--- config.mk ---
export PLATFORM = sky130hd
export DESIGN_NAME = watch_slot_pool_allocator
export DESIGN_NICKNAME = d
export VERILOG_FILES = /design/src/rtl/core/wspa_pkg.sv /design/src/rtl/core/wspa_ram.sv /design/src/rtl/core/wspa_dp.sv /design/src/rtl/core/wspa_ctrl.sv /design/src/rtl/core/watch_slot_pool_allocator.sv
export SDC_FILE = /design/constraint.sdc
export NUM_CORES = 1
export LEC_CHECK = 0
export ABC_AREA = 1
export BUFFER_PORTS_ARGS = -buffer_cell sky130_fd_sc_hd__buf_2
export CAP_MARGIN = 20
export CORE_MARGIN = 5
export CORE_UTILIZATION = 55
export DETAILED_ROUTE_END_ITERATION = 8
export PLACE_DENSITY = 0.8
export SLEW_MARGIN = 20
export SYNTH_ARGS = -nofsm -noshare
export SYNTH_HDL_FRONTEND = slang
export SYNTH_HIERARCHICAL = 1
export SYNTH_SLANG_ARGS = --single-unit
--- constraint.sdc ---
create_clock -name i_clk -period 3.1 [get_ports i_clk]
set_input_delay 0.31 -clock i_clk [delete_from_list [all_inputs] [get_ports i_clk]]
set_output_delay 0.31 -clock i_clk [all_outputs]
set_load 0.02 [all_outputs]
--- src/rtl/core/wspa_pkg.sv ---
// wspa_pkg: shared types and codes of the slot pool allocator
// used by wspa_ctrl, wspa_dp and watch_slot_pool_allocator
package wspa_pkg;

    typedef enum logic {
        REQ_ALLOC = 1'b0,
        REQ_FREE  = 1'b1
    } t_req;

    typedef enum logic [1:0] {
        ST_DONE       = 2'd0,
        ST_EMPTY      = 2'd1,
        ST_NOT_ACTIVE = 2'd2
    } t_status;

    typedef enum logic [1:0] {
        RD_FREE_HEAD   = 2'd0,
        RD_ACTIVE_HEAD = 2'd1,
        RD_NEXT        = 2'd2
    } t_rd_sel;

    typedef struct packed {
        logic    init_step;
        logic    take_req;
        logic    rd_en;
        t_rd_sel rd_sel;
        logic    pop_free;
        logic    free_from_next;
        logic    active_from_s;
        logic    cur_from_active;
        logic    advance;
        logic    wr_tail;
        logic    unlink;
        logic    push_free;
        logic    term_s;
        logic    set_res;
        t_status res_code;
        logic    res_grant;
        logic    load_out;
    } t_dp_cmd;

    typedef struct packed {
        logic init_last;
        logic free_null;
        logic active_null;
        logic next_null;
        logic match;
        logic out_free;
    } t_dp_stat;

endpackage

--- src/rtl/core/wspa_ram.sv ---
// wspa_ram: generic single-write, single-read ram with registered read
// no dependencies
module wspa_ram #(
    parameter int WIDTH = 6,
    parameter int DEPTH = 32
) (
    input  logic                     i_clk,
    input  logic                     i_wr_en,
    input  logic [$clog2(DEPTH)-1:0] i_wr_addr,
    input  logic [WIDTH-1:0]         i_wr_data,
    input  logic                     i_rd_en,
    input  logic [$clog2(DEPTH)-1:0] i_rd_addr,
    output logic [WIDTH-1:0]         o_rd_data
);

    logic [WIDTH-1:0] r_mem [DEPTH];
    logic [WIDTH-1:0] r_rd_data;

    always_ff @(posedge i_clk) begin
        if (i_wr_en) begin
            r_mem[i_wr_addr] <= i_wr_data;
        end
        if (i_rd_en) begin
            r_rd_data <= r_mem[i_rd_addr];
        end
    end

    assign o_rd_data = r_rd_data;

endmodule

--- src/rtl/core/wspa_dp.sv ---
// wspa_dp: list heads, walk pointers, link store and output register
// depends on wspa_pkg and wspa_ram
module wspa_dp
    import wspa_pkg::*;
#(
    parameter int SLOTS = 32
) (
    input  logic       i_clk,
    input  logic       i_rst_n,
    input  t_dp_cmd    i_cmd,
    output t_dp_stat   o_stat,
    input  logic [4:0] i_slot_number,
    input  logic       i_m_tready,
    output logic       o_m_tvalid,
    output logic [7:0] o_m_tdata
);

    localparam int IW = $clog2(SLOTS);
    localparam int LW = $clog2(SLOTS + 1);
    localparam int CW = (LW > 5) ? LW : 5;
    localparam logic [LW-1:0] NULL_LINK = LW'(SLOTS);

    logic [LW-1:0] r_free_head;
    logic [LW-1:0] r_active_head;
    logic [LW-1:0] r_cur;
    logic [LW-1:0] r_prev;
    logic [LW-1:0] r_s;
    logic [4:0]    r_target;
    logic [IW-1:0] r_init_idx;
    t_status       r_res_status;
    logic [4:0]    r_res_slot;
    logic          r_out_valid;
    t_status       r_out_status;
    logic [4:0]    r_out_slot;

    logic [LW-1:0] rd_data;
    logic [LW-1:0] next_val;
    logic [LW-1:0] rd_link;
    logic          wr_en;
    logic [LW-1:0] wr_addr;
    logic [LW-1:0] wr_data;
    logic          out_free;

    assign next_val = (rd_data >= NULL_LINK) ? NULL_LINK : rd_data;
    assign out_free = !r_out_valid || i_m_tready;

    always_comb begin
        case (i_cmd.rd_sel)
            RD_FREE_HEAD:   rd_link = r_free_head;
            RD_ACTIVE_HEAD: rd_link = r_active_head;
            default:        rd_link = next_val;
        endcase
    end

    always_comb begin
        wr_en   = 1'b1;
        wr_addr = r_cur;
        wr_data = r_s;
        if (i_cmd.init_step) begin
            wr_addr = LW'(r_init_idx);
            wr_data = LW'(r_init_idx) + LW'(1);
        end else if (i_cmd.wr_tail) begin
            wr_addr = r_cur;
            wr_data = r_s;
        end else if (i_cmd.unlink && r_prev != NULL_LINK) begin
            wr_addr = r_prev;
            wr_data = next_val;
        end else if (i_cmd.push_free) begin
            wr_addr = r_cur;
            wr_data = r_free_head;
        end else if (i_cmd.term_s) begin
            wr_addr = r_s;
            wr_data = NULL_LINK;
        end else begin
            wr_en = 1'b0;
        end
    end

    wspa_ram #(
        .WIDTH (LW),
        .DEPTH (SLOTS)
    ) u_link_store (
        .i_clk     (i_clk),
        .i_wr_en   (wr_en),
        .i_wr_addr (wr_addr[IW-1:0]),
        .i_wr_data (wr_data),
        .i_rd_en   (i_cmd.rd_en),
        .i_rd_addr (rd_link[IW-1:0]),
        .o_rd_data (rd_data)
    );

    always_ff @(posedge i_clk) begin
        if (!i_rst_n) begin
            r_free_head   <= '0;
            r_active_head <= NULL_LINK;
            r_init_idx    <= '0;
            r_out_valid   <= 1'b0;
        end else begin
            if (i_cmd.init_step) begin
                r_init_idx <= r_init_idx + IW'(1);
            end
            if (i_cmd.free_from_next) begin
                r_free_head <= next_val;
            end else if (i_cmd.push_free) begin
                r_free_head <= r_cur;
            end
            if (i_cmd.active_from_s) begin
                r_active_head <= r_s;
            end else if (i_cmd.unlink && r_prev == NULL_LINK) begin
                r_active_head <= next_val;
            end
            if (i_cmd.load_out) begin
                r_out_valid <= 1'b1;
            end else if (i_m_tready) begin
                r_out_valid <= 1'b0;
            end
        end
    end

    always_ff @(posedge i_clk) begin
        if (i_cmd.take_req) begin
            r_target <= i_slot_number;
        end
        if (i_cmd.pop_free) begin
            r_s <= r_free_head;
        end
        if (i_cmd.cur_from_active) begin
            r_cur  <= r_active_head;
            r_prev <= NULL_LINK;
        end else if (i_cmd.advance) begin
            r_prev <= r_cur;
            r_cur  <= next_val;
        end
        if (i_cmd.set_res) begin
            r_res_status <= i_cmd.res_code;
            r_res_slot   <= i_cmd.res_grant ? 5'(r_s) : 5'd0;
        end
        if (i_cmd.load_out) begin
            r_out_status <= r_res_status;
            r_out_slot   <= r_res_slot;
        end
    end

    assign o_stat.init_last   = (r_init_idx == IW'(SLOTS - 1));
    assign o_stat.free_null   = (r_free_head >= NULL_LINK);
    assign o_stat.active_null = (r_active_head >= NULL_LINK);
    assign o_stat.next_null   = (rd_data >= NULL_LINK);
    assign o_stat.match       = (CW'(r_cur) == CW'(r_target));
    assign o_stat.out_free    = out_free;

    assign o_m_tvalid = r_out_valid;
    assign o_m_tdata  = {1'b0, r_out_slot, r_out_status};

endmodule

--- src/rtl/core/wspa_ctrl.sv ---
// wspa_ctrl: sequencer for link store init, allocate and free walks
// depends on wspa_pkg
module wspa_ctrl
    import wspa_pkg::*;
(
    input  logic     i_clk,
    input  logic     i_rst_n,
    input  logic     i_in_valid,
    input  t_req     i_in_req,
    output logic     o_in_ready,
    input  t_dp_stat i_stat,
    output t_dp_cmd  o_cmd
);

    typedef enum logic [3:0] {
        S_INIT,
        S_IDLE,
        S_AL_POP,
        S_AL_NEXT,
        S_AL_WALK,
        S_AL_TERM,
        S_FR_START,
        S_FR_WALK,
        S_FR_PUSH,
        S_RESP
    } t_state;

    t_state r_state;
    t_state n_state;
    logic   r_ready;
    logic   n_ready;

    always_comb begin
        o_cmd   = '0;
        n_state = r_state;
        unique case (r_state)
            S_INIT: begin
                o_cmd.init_step = 1'b1;
                if (i_stat.init_last) begin
                    n_state = S_IDLE;
                end
            end
            S_IDLE: begin
                if (i_in_valid && r_ready) begin
                    o_cmd.take_req = 1'b1;
                    n_state = (i_in_req == REQ_FREE) ? S_FR_START : S_AL_POP;
                end
            end
            S_AL_POP: begin
                if (i_stat.free_null) begin
                    o_cmd.set_res  = 1'b1;
                    o_cmd.res_code = ST_EMPTY;
                    n_state = S_RESP;
                end else begin
                    o_cmd.pop_free = 1'b1;
                    o_cmd.rd_en    = 1'b1;
                    o_cmd.rd_sel   = RD_FREE_HEAD;
                    n_state = S_AL_NEXT;
                end
            end
            S_AL_NEXT: begin
                o_cmd.free_from_next = 1'b1;
                if (i_stat.active_null) begin
                    o_cmd.active_from_s = 1'b1;
                    n_state = S_AL_TERM;
                end else begin
                    o_cmd.cur_from_active = 1'b1;
                    o_cmd.rd_en  = 1'b1;
                    o_cmd.rd_sel = RD_ACTIVE_HEAD;
                    n_state = S_AL_WALK;
                end
            end
            S_AL_WALK: begin
                if (i_stat.next_null) begin
                    o_cmd.wr_tail = 1'b1;
                    n_state = S_AL_TERM;
                end else begin
                    o_cmd.advance = 1'b1;
                    o_cmd.rd_en   = 1'b1;
                    o_cmd.rd_sel  = RD_NEXT;
                end
            end
            S_AL_TERM: begin
                o_cmd.term_s    = 1'b1;
                o_cmd.set_res   = 1'b1;
                o_cmd.res_code  = ST_DONE;
                o_cmd.res_grant = 1'b1;
                n_state = S_RESP;
            end
            S_FR_START: begin
                if (i_stat.active_null) begin
                    o_cmd.set_res  = 1'b1;
                    o_cmd.res_code = ST_NOT_ACTIVE;
                    n_state = S_RESP;
                end else begin
                    o_cmd.cur_from_active = 1'b1;
                    o_cmd.rd_en  = 1'b1;
                    o_cmd.rd_sel = RD_ACTIVE_HEAD;
                    n_state = S_FR_WALK;
                end
            end
            S_FR_WALK: begin
                if (i_stat.match) begin
                    o_cmd.unlink = 1'b1;
                    n_state = S_FR_PUSH;
                end else if (i_stat.next_null) begin
                    o_cmd.set_res  = 1'b1;
                    o_cmd.res_code = ST_NOT_ACTIVE;
                    n_state = S_RESP;
                end else begin
                    o_cmd.advance = 1'b1;
                    o_cmd.rd_en   = 1'b1;
                    o_cmd.rd_sel  = RD_NEXT;
                end
            end
            S_FR_PUSH: begin
                o_cmd.push_free = 1'b1;
                o_cmd.set_res   = 1'b1;
                o_cmd.res_code  = ST_DONE;
                n_state = S_RESP;
            end
            S_RESP: begin
                if (i_stat.out_free) begin
                    o_cmd.load_out = 1'b1;
                    n_state = S_IDLE;
                end
            end
            default: begin
                n_state = S_INIT;
            end
        endcase
        n_ready = (n_state == S_IDLE);
    end

    always_ff @(posedge i_clk) begin
        if (!i_rst_n) begin
            r_state <= S_INIT;
            r_ready <= 1'b0;
        end else begin
            r_state <= n_state;
            r_ready <= n_ready;
        end
    end

    assign o_in_ready = r_ready;

endmodule

--- src/rtl/core/watch_slot_pool_allocator.sv ---
// watch_slot_pool_allocator: free-list slot allocator, top level
// allocate walks the active list to its tail to append the popped slot, or reports empty;
// free walks the active list up to the named slot, or reports not active if it is absent
// one item in flight; the next item is accepted only after the result register loads
// after reset an init pass fills the link store with tready low
// depends on wspa_pkg, wspa_ctrl, wspa_dp, wspa_ram
module watch_slot_pool_allocator
    import wspa_pkg::*;
#(
    parameter int SLOTS = 32
) (
    input  logic       i_clk,
    input  logic       i_rst_n,
    input  logic       s_axis_tvalid,
    output logic       s_axis_tready,
    input  logic [7:0] s_axis_tdata,   // slot_number[4:0], zero pad
    input  logic [0:0] s_axis_tuser,   // req_type[0]
    output logic       m_axis_tvalid,
    input  logic       m_axis_tready,
    output logic [7:0] m_axis_tdata    // status[1:0], granted_slot[6:2], zero pad
);

    t_dp_cmd  cmd;
    t_dp_stat stat;
    t_req     in_req;

    assign in_req = t_req'(s_axis_tuser[0]);

    wspa_ctrl u_ctrl (
        .i_clk      (i_clk),
        .i_rst_n    (i_rst_n),
        .i_in_valid (s_axis_tvalid),
        .i_in_req   (in_req),
        .o_in_ready (s_axis_tready),
        .i_stat     (stat),
        .o_cmd      (cmd)
    );

    wspa_dp #(
        .SLOTS (SLOTS)
    ) u_dp (
        .i_clk         (i_clk),
        .i_rst_n       (i_rst_n),
        .i_cmd         (cmd),
        .o_stat        (stat),
        .i_slot_number (s_axis_tdata[4:0]),
        .i_m_tready    (m_axis_tready),
        .o_m_tvalid    (m_axis_tvalid),
        .o_m_tdata     (m_axis_tdata)
    );

endmodule
==> reports/results.txt, run 1 <==
status = finished, final reports clean
CP max stage delay = 0.40 ns
drt pass-1 iters = 6
proportion of power drawn by the clock network = 44.3%
switching pwr = 0.00147 W
1st-iter DRT viols = 1097
Die Y = 155 um
Clock Root Buffer = clkbuf_16
Max-Cap Viols = 0
Critical Path, Cell by Cell = xnor2_1, nand4_1, nor3_2, buf_4, inv_1, nor3_1, buf_4, nand2_8, buf_4, o21ai_1, o21ai_2, inv_1, nand3_1, nor2_1, buf_4
pre-CTS setup slack = 0.0273 ns
TritonCTS clock tree = yes
worst path required time = 3.34 ns
Max clock buf depth = 3
All-Layer GR Usage = 22.0%
Rows = 53
Cells after Synth = 1159
Worst-Skew Late Latency = 0.54 ns
PwrDens = 543 mW/mm^2
global-route wire length before repair = 42.0 mm
Register Area = 0.00746 sq mm
share of cells above drive strength 1 = 16.2%
Comb power frac = 3.2%
final net count = 1255
mapped cell area = 0.0115 sq mm
initial antenna violation count = 0
Top Ports = 23
arrival time of the worst setup path = 3.24 ns
fill count = 1569
Final Cycle Share = 96.9%
Final Hold Violating Endpoints = 0
post-synth cell types = 40
Final WS setup = 0.0947 ns
Syn-to-layout area delta = 17.3%
max-slew violation count = 0
Worst-path clk slew = 0.06 ns
Die Wd = 155 um
Buf/Inv on CP = 6
DRT antenna net count = 0
Vias = 8726
Final Util = 64.8%
part of the power in registers = 52.5%
CP startpoint kind = flop
Leakage = 5.45 nW
Int Power = 0.00586 W
Yosys warning total = 6
Syn Area/Cell = 9.93 sq um
multi-input logic area = 0.00355 sq mm
gp weighted congestion = 0.952
ant diodes = 0
Seq/Total Area, Yosys = 64.8%
Sw Share = 20.1%
H-tree levels = 1
Yosys reg bits = 258
WL final = 27.8 mm
largest net degree at the start of global routing = 61
vias in the first global route = 8173
HPWL after DPL = 16.8 mm
DR WL/cell = 18.1 um
maximum clock rate = 333 MHz
Mapped Nets = 1174
Period minus WS final = 3.01 ns
endpoints failing setup = 0
full die area = 0.0239 sq mm
largest fanout on the critical path = 8
Core Area = 0.0208 sq mm
most used cell, CP = buf_4
crit-path leading delay family = simple AND/OR/NAND/NOR gates
Initial Util = 55.3%
type of the worst setup path = reg2reg
DRC violations left = 0
Total Power = 0.00733 W
RSZ-0062 raised after global routing = yes
clock skew = 0.0179 ns
I/O Buffers = 18
number of synthesized flops with an enable pin = 229
total grt overflow = 0
maximum vdd drop = 606 uV
slowest cell on the critical path = edfxtp_1
Most used DFF post-synth = edfxtp_1
slew margin rel. = 61.5%
Critical Path End Type = flop
Hold Path Class = in2reg
clock sink count = 258
Tightest Pin Transition = 0.575 ns
TritonCTS Buffers = 27
ys async rst share = 0%
via/cell ratio = 5.68
design area = 0.0135 sq mm
Area after DPL = 0.0123 sq mm
==> final cells by class <==
cell class | instances | share of cell area [%]
inverters | 67 | 1.92
clock buffers | 43 | 6.59
clock inverters | 7 | 0.315
well taps | 275 | 2.55
flip-flops and latches | 258 | 55.2
repair buffers | 106 | 7.06
multi-input cells | 780 | 26.3
==> state kept, by name, summed over array words and instances, names as in the netlist, 2 cells and up <==
register                     count
u_ctrl/r_state                   4
u_dp/r_active_head               6
u_dp/r_cur                       6
u_dp/r_free_head                 6
u_dp/r_init_idx                  5
u_dp/r_out_slot                  5
u_dp/r_out_status                2
u_dp/r_prev                      6
u_dp/r_res_slot                  5
u_dp/r_res_status                2
u_dp/r_s                         6
u_dp/r_target                    5
u_dp/u_link_store/o_rd_data      6
u_dp/u_link_store/r_mem        192
==> worst reg2reg max path: stages, from the launching register on <==
cell,delay [ns]
edfxtp_1,0.40
xnor2_1,0.18
nand4_1,0.16
nor3_2,0.16
buf_4,0.14
inv_1,0.05
nor3_1,0.19
buf_4,0.17
nand2_8,0.07
buf_4,0.18
o21ai_1,0.15
o21ai_2,0.14
inv_1,0.19
nand3_1,0.20
nor2_1,0.16
buf_4,0.18
==> placed cells by master (no fill, tap or decap), types with 2 or more instances in the layout <==
| master | n |
|---|---|
| dfxtp_1 | 29 |
| nor2_2 | 15 |
| o211ai_1 | 4 |
| edfxtp_1 | 229 |
| o311ai_0 | 4 |
| clkbuf_1 | 4 |
| nand3_4 | 3 |
| inv_1 | 57 |
| nand2_2 | 11 |
| nand2_4 | 3 |
| dlygate4sd3_1 | 5 |
| clkinv_2 | 5 |
| nand4_1 | 2 |
| inv_2 | 9 |
| o21ai_1 | 10 |
| buf_4 | 67 |
| a21oi_1 | 17 |
| buf_12 | 4 |
| nor2_1 | 75 |
| buf_8 | 2 |
| o21ai_0 | 18 |
| nand2_1 | 405 |
| ha_1 | 2 |
| xnor2_1 | 4 |
| buf_6 | 4 |
| o31ai_1 | 2 |
| buf_16 | 2 |
| nand3_1 | 183 |
| or2_2 | 2 |
| buf_2 | 18 |
| clkbuf_8 | 9 |
| nand3_2 | 5 |
| clkbuf_16 | 34 |
| nor3_2 | 2 |
==> per-stage QoR <==
step | cells | setup TNS [ns] | hold WS [ns]
3_3_place_gp | 1473 | 0 | 0.401
6_report | 1536 | 0 | 0.0665
2_1_floorplan | 1159 | 0 | 0.400
3_5_place_dp | 1473 | 0 | 0.406
5_1_grt | 1536 | -7.79 | 0.103
4_1_cts | 1528 | 0 | 0.0554
==> path summary, 6_finish.rpt <==
kind,from,endpoint,slack (ns),depth (start not counted)
worst min-delay path,m_axis_tready,u_dp/o_m_tvalid,0.07,4
worst max-delay path,u_dp/r_cur[1],u_dp/u_link_store/r_mem[1][2],0.09,15
worst min register to register,u_dp/r_res_slot[1],u_dp/r_out_slot[1],0.42,0
worst max register to register,u_dp/r_cur[1],u_dp/u_link_store/r_mem[1][2],0.09,15
==> logic make-up after synthesis <==
group	Yosys count	share of synthesized area (%)
AOI/OAI and AO/OA	62	3.15
buffers and inverters	121	5.15
adders and majority gates	2	0.217
DFF	258	64.8
xor gates and xnor gates	5	0.380
and+or+nand+nor	710	26.3
other	1	0.0326
==> timing repair <==
item	in CTS	in global routing
cloned	0	4
resized for setup	1	33
setup buffers	0	4
endpoints found under the setup margin	6	198
hold endpoints to repair	5	0
pin swaps	0	2
hold buffers	5	0
==> cells in the mapped netlist, types with 2 or more instances <==
| cell | instances | area [sq um] |
|---|---|---|
| nand2_1 | 409 | 1540 |
| edfxtp_1 | 229 | 6880 |
| nand3_1 | 190 | 951 |
| nor2_1 | 81 | 304 |
| inv_1 | 58 | 218 |
| dfxtp_1 | 29 | 581 |
| buf_2 | 21 | 105 |
| o21ai_0 | 19 | 95.1 |
| a21oi_1 | 18 | 90.1 |
| clkbuf_1 | 14 | 52.6 |
| o21ai_1 | 10 | 50.1 |
| buf_4 | 9 | 67.6 |
| nor2_2 | 9 | 56.3 |
| inv_2 | 8 | 30.0 |
| nand2_2 | 7 | 43.8 |
| buf_6 | 5 | 56.3 |
| o211ai_1 | 4 | 30.0 |
| o311ai_0 | 4 | 35.0 |
| xnor2_1 | 4 | 35.0 |
| nand2_4 | 3 | 33.8 |
| o31ai_1 | 3 | 22.5 |
| buf_1 | 2 | 7.51 |
| buf_8 | 2 | 30.0 |
| ha_1 | 2 | 25.0 |
| nand4_1 | 2 | 12.5 |
| nor3_1 | 2 | 10.0 |
| or2_2 | 2 | 12.5 |
==> layer usage <==
layer	GRT usage (%)	up-vias	wire, um
li1	-	4074	-
met1	29.8	4057	10800
met2	36.5	506	13400
met3	3.44	89	2610
met4	7.57	0	948
met5	0	-	0
==> power groups by stage <==
stage	Combinational [W]	Clock (W)	Sequential, W
final	0.000238	0.00325	0.00385
after CTS	0.000232	0.00329	0.00385
after global routing	0.000258	0.00342	0.00385
after detailed placement	0.000226	0	0.00392
after floorplan	0.000119	0	0.00392
after global placement	0.000217	0	0.00392
No activity file was read; power rests on OpenSTA's default activity.
==> inputs of run 2 (changes only) <==
==> constraint.sdc (replaced) <==
create_clock -name i_clk -period 2.76 [get_ports i_clk]
set_input_delay 0.276 -clock i_clk [delete_from_list [all_inputs] [get_ports i_clk]]
set_output_delay 0.276 -clock i_clk [all_outputs]
set_load 0.02 [all_outputs]
==> run 2 against run 1 <==
Compared with the run above:
- the run now ends with negative setup slack left
- sequential power up 12%
- cell area increased by 8.6%
- count of clock-buffer cells in the layout down 7
- core utilization grew 5.6 points
- power is 12% higher
- die area is the same
- sequential cell count did not move
- via count rose by 8.0%
- clock power is 7.1% higher
- largest cell class unchanged
==> reports/results.txt, run 2 (synthesis results as in run 1) <==
CP startpoint = u_dp/r_cur[0] (was u_dp/r_cur[1])
DRC violations left = 0 (unchanged)
RSZ-0062 raised after global routing = yes (unchanged)
Reg-to-Reg End = u_dp/u_link_store/o_rd_data[4] (was u_dp/u_link_store/r_mem[1][2])
part of the power in registers = 52.5% (about the same)
Top Ports = 23 (unchanged)
maximum clock rate = 331 MHz (was 333 MHz)
initial antenna violation count = 0 (unchanged)
full die area = 0.0239 sq mm (unchanged)
DR WL/cell = 20.4 um (was 18.1 um)
pre-CTS setup slack = -0.214 ns (was 0.0273 ns)
failing checks = negative setup slack
Worst Hold Margin = 0.0415 ns (was 0.0665 ns)
TritonCTS clock tree = yes (unchanged)
Final WS setup = -0.260 ns (was 0.0947 ns)
HPWL after DPL = 17.8 mm (was 16.8 mm)
Final Util = 70.4% (was 64.8%)
most frequent cells in the layout = nand2_1 (397), edfxtp_1 (229), nand3_1 (162) (was nand2_1 (405), edfxtp_1 (229), nand3_1 (183))
vias in the first global route = 8654 (was 8173)
I/O Buffers = 18 (unchanged)
TritonCTS Buffers = 27 (unchanged)
max reg flops = 192 (unchanged)
switching pwr = 0.00171 W (was 0.00147 W)
fill count = 1309 (was 1569)
Initial Util = 55.3% (unchanged)
slew margin rel. = 59.7% (was 61.5%)
PwrDens = 561 mW/mm^2 (was 543 mW/mm^2)
Final Hold Violating Endpoints = 0 (unchanged)
R2R cell count = 19 (was 15)
max-slew violation count = 0 (unchanged)
All-Layer GR Usage = 23.8% (was 22.0%)
Comb power frac = 5.2% (was 3.2%)
Worst-path clk slew = 0.06 ns (about the same)
arrival time of the worst setup path = 3.28 ns (was 3.24 ns)
final net count = 1303 (was 1255)
Hold Path Class = in2reg (unchanged)
clock sink count = 258 (unchanged)
Max-Cap Viols = 0 (unchanged)
Final Cycle Share = 109% (was 96.9%)
Tightest Pin Transition = 0.602 ns (was 0.575 ns)
CP startpoint kind = flop (unchanged)
drt pass-1 iters = 7 (was 6)
Die Y = 155 um (unchanged)
Vias = 9421 (was 8726)
DRT antenna net count = 0 (unchanged)
endpoints failing setup = 198 (was 0)
ant diodes = 0 (unchanged)
Worst Setup EP = u_dp/u_link_store/o_rd_data[4] (was u_dp/u_link_store/r_mem[1][2])
total grt overflow = 0 (unchanged)
Core Area = 0.0208 sq mm (unchanged)
Setup TNS = -35.26 ns (was 0 ns)
Int Power = 0.00652 W (was 0.00586 W)
largest net degree at the start of global routing = 33 (was 61)
proportion of power drawn by the clock network = 42.3% (was 44.3%)
Sw Share = 20.7% (was 20.1%)
Total Power = 0.00823 W (was 0.00733 W)
Leakage = 5.83 nW (was 5.45 nW)
Clock Root Buffer = clkbuf_16 (unchanged)
clock skew = 0.0186 ns (was 0.0179 ns)
Worst R2R Start = u_dp/r_cur[0] (was u_dp/r_cur[1])
Period minus WS final = 3.02 ns (was 3.01 ns)
WL final = 32.3 mm (was 27.8 mm)
Syn-to-layout area delta = 27.4% (was 17.3%)
via/cell ratio = 5.96 (was 5.68)
Worst-Skew Late Latency = 0.53 ns (was 0.54 ns)
Rows = 53 (unchanged)
Die Wd = 155 um (unchanged)
Critical Path End Type = flop (unchanged)
most common cell after layout, fill and taps aside = nand2_1 (unchanged)
Max clock buf depth = 3 (unchanged)
status = finished with violations (was finished, final reports clean)
1st-iter DRT viols = 1418 (was 1097)
global-route wire length before repair = 45.1 mm (was 42.0 mm)
register bank with the most flops = u_dp/u_link_store/r_mem (unchanged)
largest fanout on the critical path = 12 (was 8)
maximum vdd drop = 570 uV (was 606 uV)
H-tree levels = 1 (unchanged)
gp weighted congestion = 0.928 (was 0.952)
reg2reg setup slack = -0.26 ns (was 0.09 ns)
share of cells above drive strength 1 = 23.6% (was 16.2%)
worst path required time = 3.02 ns (was 3.34 ns)
type of the worst setup path = reg2reg (unchanged)
==> run 2: final cells by class <==
class / instances / area, sq um / share of cell area, %
Multi-Input combinational cell: 781 / 4070 / 27.8
Tap cell: 275 / 344 / 2.35
Timing Repair inverter: 1 / 6.26 / 0.0427
Timing Repair Buffer: 152 / 1670 / 11.4
Clock buffer: 36 / 709 / 4.84
Inverter: 67 / 279 / 1.90
Clock inverter: 12 / 129 / 0.879
Sequential cell: 258 / 7460 / 50.8
==> run 2: metal layers <==
| layer | vias to the layer above | wire length (um) | global-route usage [%] |
|---|---|---|---|
| met3 | 200 | 3330 | 4.39 |
| met1 | 4329 | 11500 | 31.5 |
| met2 | 705 | 15500 | 39.7 |
| li1 | 4187 | - | - |
| met5 | - | 0 | 0 |
| met4 | 0 | 1900 | 8.41 |
==> run 2: metrics by stage <==
stage	area [sq um]	cells
6_report	14700	1582
5_1_grt	14700	1582
4_1_cts	13900	1572
3_5_place_dp	12600	1507
3_3_place_gp	12600	1507
2_1_floorplan	11500	1159
==> run 2: how the worst min path moves through the flow <==
stage,to,cells after the start,from,slack (ns)
floorplan,u_dp/r_target[0],0,s_axis_tdata[0],0.37
global placement,u_dp/r_out_status[1],0,u_dp/r_res_status[1],0.40
detailed placement,u_dp/r_out_slot[2],0,u_dp/r_res_slot[2],0.41
CTS,u_dp/o_m_tvalid,4,m_axis_tready,0.02
global route,u_dp/o_m_tvalid,4,m_axis_tready,0.08
finish,u_dp/o_m_tvalid,4,m_axis_tready,0.04
==> run 2: worst max-delay path, cell delays in order (launching register included) <==
cell       delay [ns]
edfxtp_1         0.41
xnor2_1          0.20
nand4_1          0.17
nor3_2           0.16
nor2_1           0.07
nand2_1          0.13
o31ai_4          0.14
nor2_4           0.19
nand2_2          0.09
nand3_4          0.21
inv_8            0.09
clkbuf_16        0.18
nand2_1          0.08
nand3_1          0.10
nand3_1          0.13
nand2_2          0.09
nand2_1          0.06
nand2_1          0.07
nand2_1          0.07
nand2_1          0.09
==> run 2: what timing repair did <==
item | CTS | global route
resized for setup | 52 | 161
gates cloned | 4 | 5
setup endpoints to repair | 198 | 346
pin swaps | 11 | 35
hold buffers | 5 | 0
endpoints found under the hold margin | 5 | 0
setup buffers | 8 | 9
==> run 2: power by group through the flow <==
stage	clock network (W)	registers [W]	logic [W]
after floorplan	0	0.00440	0.000135
after global placement	0	0.00440	0.000263
after detailed placement	0	0.00440	0.000273
after CTS	0.00350	0.00432	0.000296
after global routing	0.00370	0.00432	0.000443
final	0.00348	0.00432	0.000424
==> inputs of run 3 (changes only) <==
--- a/config.mk
+++ b/config.mk
@@ -5,7 +5,6 @@
 export SDC_FILE = /design/constraint.sdc
 export NUM_CORES = 1
 export LEC_CHECK = 0
-export ABC_AREA = 1
 export BUFFER_PORTS_ARGS = -buffer_cell sky130_fd_sc_hd__buf_2
 export CAP_MARGIN = 20
 export CORE_MARGIN = 5
==> run 3 against run 2 <==
Compared with the run above:
- the flow still finishes with violations (negative setup slack)
- maximum frequency is 16% lower
- core utilization is 2.8 points higher
- critical path depth shrank 4
- die area down 4.4%
- wire length fell by 8.9%
- count of clock-buffer cells in the layout fell by 4
- clock skew grew 0.0088 ns
- final cell count down 30%
- critical path type unchanged
- critical endpoint unchanged
==> reports/results.txt, run 3 <==
initial antenna violation count = 0 (unchanged)
drt pass-1 iters = 6 (was 7)
Worst-Skew Late Latency = 0.55 ns (was 0.53 ns)
Leakage = 4.93 nW (was 5.83 nW)
Critical Path, Cell by Cell = xnor2_1, nand4_1, nor3_2, inv_2, a21oi_4, nor3_4, buf_6, a211oi_2, buf_4, a21oi_4, buf_4, clkbuf_16, mux4_2, mux4_2, mux2_4 (was xnor2_1, nand4_1, nor3_2, nor2_1, nand2_1, o31ai_4, nor2_4, nand2_2, nand3_4, inv_8, clkbuf_16, nand2_1, nand3_1, nand3_1, nand2_2, nand2_1, nand2_1, nand2_1, nand2_1)
Clock Root Buffer = clkbuf_16 (unchanged)
Max clock buf depth = 3 (unchanged)
CP max stage delay = 0.49 ns (was 0.41 ns)
reg2reg setup slack = -0.82 ns (was -0.26 ns)
maximum vdd drop = 609 uV (was 570 uV)
mapped cell area = 0.0110 sq mm (was 0.0115 sq mm)
PwrDens = 567 mW/mm^2 (was 561 mW/mm^2)
full die area = 0.0229 sq mm (was 0.0239 sq mm)
Yosys reg bits = 258 (unchanged)
Worst R2R Start = u_dp/r_cur[3] (was u_dp/r_cur[0])
via/cell ratio = 6.26 (was 5.96)
number of synthesized flops with an enable pin = 229 (unchanged)
WL final = 29.4 mm (was 32.3 mm)
TritonCTS clock tree = yes (unchanged)
slowest cell on the critical path = mux4_2 (was edfxtp_1)
Yosys warning total = 6 (unchanged)
Final Cycle Share = 130% (was 109%)
DRC violations left = 0 (unchanged)
max-slew violation count = 0 (unchanged)
Mapped Nets = 674 (was 1174)
clock sink count = 258 (unchanged)
R2R cell count = 15 (was 19)
H-tree levels = 1 (unchanged)
endpoints failing setup = 390 (was 198)
Total Power = 0.00811 W (was 0.00823 W)
most frequent cell after synthesis = edfxtp_1 (was nand2_1)
most common cell after layout, fill and taps aside = edfxtp_1 (was nand2_1)
Die Wd = 151 um (was 155 um)
Yosys top cell area share = 62.7% (was 59.7%)
largest net degree at the start of global routing = 33 (unchanged)
Tightest Pin Transition = 0.934 ns (was 0.602 ns)
worst path required time = 3.05 ns (was 3.02 ns)
Vias = 6913 (was 9421)
DRT antenna net count = 0 (unchanged)
min-delay src = m_axis_tready (unchanged)
Hold Path Class = in2reg (unchanged)
share of cells above drive strength 1 = 42.9% (was 23.6%)
slew margin rel. = 37.7% (was 59.7%)
Core Area = 0.0195 sq mm (was 0.0208 sq mm)
Synth area leader = edfxtp_1 (unchanged)
maximum clock rate = 279 MHz (was 331 MHz)
DR WL/cell = 26.6 um (was 20.4 um)
failing checks = negative setup slack (unchanged)
Period minus WS final = 3.58 ns (was 3.02 ns)
Final Util = 73.2% (was 70.4%)
Hold Path End = u_dp/o_m_tvalid (unchanged)
Cells after Synth = 659 (was 1159)
Commonest cells post-synth = edfxtp_1 (229), mux4_2 (60), nor2_1 (54) (was nand2_1 (409), edfxtp_1 (229), nand3_1 (190))
synth top area cells = edfxtp_1 (63%), mux4_2 (12%), dfxtp_1 (5.3%), nor2_1 (1.8%), mux2_2 (1.3%) (was edfxtp_1 (60%), nand2_1 (13%), nand3_1 (8.3%), dfxtp_1 (5.0%), nor2_1 (2.6%))
Worst-path clk slew = 0.06 ns (about the same)
ys async rst share = 0% (unchanged)
vias in the first global route = 6901 (was 8654)
All-Layer GR Usage = 24.7% (was 23.8%)
Initial Util = 56.2% (was 55.3%)
arrival time of the worst setup path = 3.88 ns (was 3.28 ns)
Hold Path Depth = 3 (was 4)
total grt overflow = 0 (unchanged)
TritonCTS Buffers = 26 (was 27)
Syn-to-layout area delta = 30.3% (was 27.4%)
CP startpoint kind = flop (unchanged)
Buf/Inv on CP = 5 (was 2)
fill count = 1121 (was 1309)
Max-Cap Viols = 0 (unchanged)
I/O Buffers = 18 (unchanged)
Die Y = 151 um (was 155 um)
crit-path leading delay family = multiplexers (was simple AND/OR/NAND/NOR gates)
pre-CTS setup slack = -0.830 ns (was -0.214 ns)
clock skew = 0.0274 ns (was 0.0186 ns)
gp weighted congestion = 0.855 (was 0.928)
Seq/Total Area, Yosys = 68.0% (was 64.8%)
Reg-to-Reg End = u_dp/u_link_store/o_rd_data[4] (unchanged)
Syn Area/Cell = 16.6 sq um (was 9.93 sq um)
max reg flops = 192 (unchanged)
HPWL after DPL = 16.6 mm (was 17.8 mm)
Worst path depth = 15 (was 19)
Setup TNS = -201.33 ns (was -35.26 ns)
1st-iter DRT viols = 885 (was 1418)
global-route wire length before repair = 41.9 mm (was 45.1 mm)
largest fanout on the critical path = 5 (was 12)
type of the worst setup path = reg2reg (unchanged)
final net count = 835 (was 1303)
status = finished with violations (unchanged)
post-synth cell types = 64 (was 40)
Final Hold Violating Endpoints = 0 (unchanged)
RSZ-0062 raised after global routing = yes (unchanged)
Top Ports = 23 (unchanged)
Most used DFF post-synth = edfxtp_1 (unchanged)
most frequent cells in the layout = edfxtp_1 (229), buf_4 (74), mux4_2 (60) (was nand2_1 (397), edfxtp_1 (229), nand3_1 (162))
Rows = 51 (was 53)
Critical Path End Type = flop (unchanged)
ant diodes = 0 (unchanged)
Final WS setup = -0.824 ns (was -0.260 ns)
register bank with the most flops = u_dp/u_link_store/r_mem (unchanged)
run 3: cell count changes after synthesis, sizes merged, moves of 13 or more:
cell	previous run	this run
nand2	420	36
nand3	191	4
inv	67	5
mux4	0	60
nor2	91	54
buf	40	20
o21ai	30	16
mux2	0	13
mux2i	0	13
run 3: area by class of cell:
type	count	area, sq um	area share (%)
sequential	258	7460	52.1
multi-input combinational	355	3830	26.8
timing repair buffer	174	1810	12.7
clock buffer	32	673	4.71
tap	265	332	2.32
clock inverter	16	181	1.27
inverter	5	18.8	0.131
run 3: how the worst max path moves through the flow:
stage                       start                             end  slack (ns)
floorplan           u_dp/r_cur[4]  u_dp/u_link_store/o_rd_data[0]       -0.65
global placement    u_dp/r_cur[4]  u_dp/u_link_store/o_rd_data[1]       -0.76
detailed placement  u_dp/r_cur[3]  u_dp/u_link_store/o_rd_data[4]       -0.83
CTS                 u_dp/r_cur[3]  u_dp/u_link_store/o_rd_data[1]       -0.78
global route        u_dp/r_cur[3]  u_dp/u_link_store/o_rd_data[4]       -0.94
finish              u_dp/r_cur[3]  u_dp/u_link_store/o_rd_data[4]       -0.82
run 3: what timing repair did:
action | 4_1_cts | 5_1_grt
resized for setup | 72 | 67
pin swaps | 24 | 40
setup endpoints to repair | 390 | 390
hold buffers | 5 | 0
hold endpoints to repair | 5 | 0
setup buffers | 17 | 16
gates cloned | 3 | 7
run 3: per-layer routing:
layer	global-route usage, %	routed length, um	vias up
met4	6.98	1080	0
met2	43.0	15300	422
met1	32.8	10600	3476
met3	3.50	2470	80
li1	-	-	2935
met5	0	0	-
run 3: logic make-up (layout without fill, tap and decap cells):
family                   after synthesis  in the layout  share of synthesized area [%]
flip-flops                           258            258                           68.0
AND/OR/NAND/NOR                      175            175                           8.50
multiplexers                          86             86                           14.8
AO/OA/AOI/OAI                         81             81                           5.51
buffers and inverters                 46            227                           2.12
XOR/XNOR                              10             10                          0.798
adder cells (fa/ha/maj)                2              2                          0.228
other                                  1              1                         0.0342
run 3: per-stage QoR:
step	hold slack, ns	area [sq um]	std cells
after floorplan	0.375	11200	659
final	0.101	14300	1105
after global placement	0.407	12400	1018
after global routing	0.105	14300	1105
after detailed placement	0.405	12400	1018
after CTS	0.0804	13800	1085
run 3: worst min-delay path: stages:
cell and delay [ns]:
buf_2 0.07, nand2b_1 0.14, a21boi_0 0.09
run 3: report_power, final:
part	internal (W)	leakage [nW]	total, W	switching [W]
sequential	0.00429	2.32	0.00431	0.0000167
clock	0.00203	0.414	0.00348	0.00145
combinational	0.000128	2.20	0.000321	0.000193
total	0.00645	4.93	0.00811	0.00166
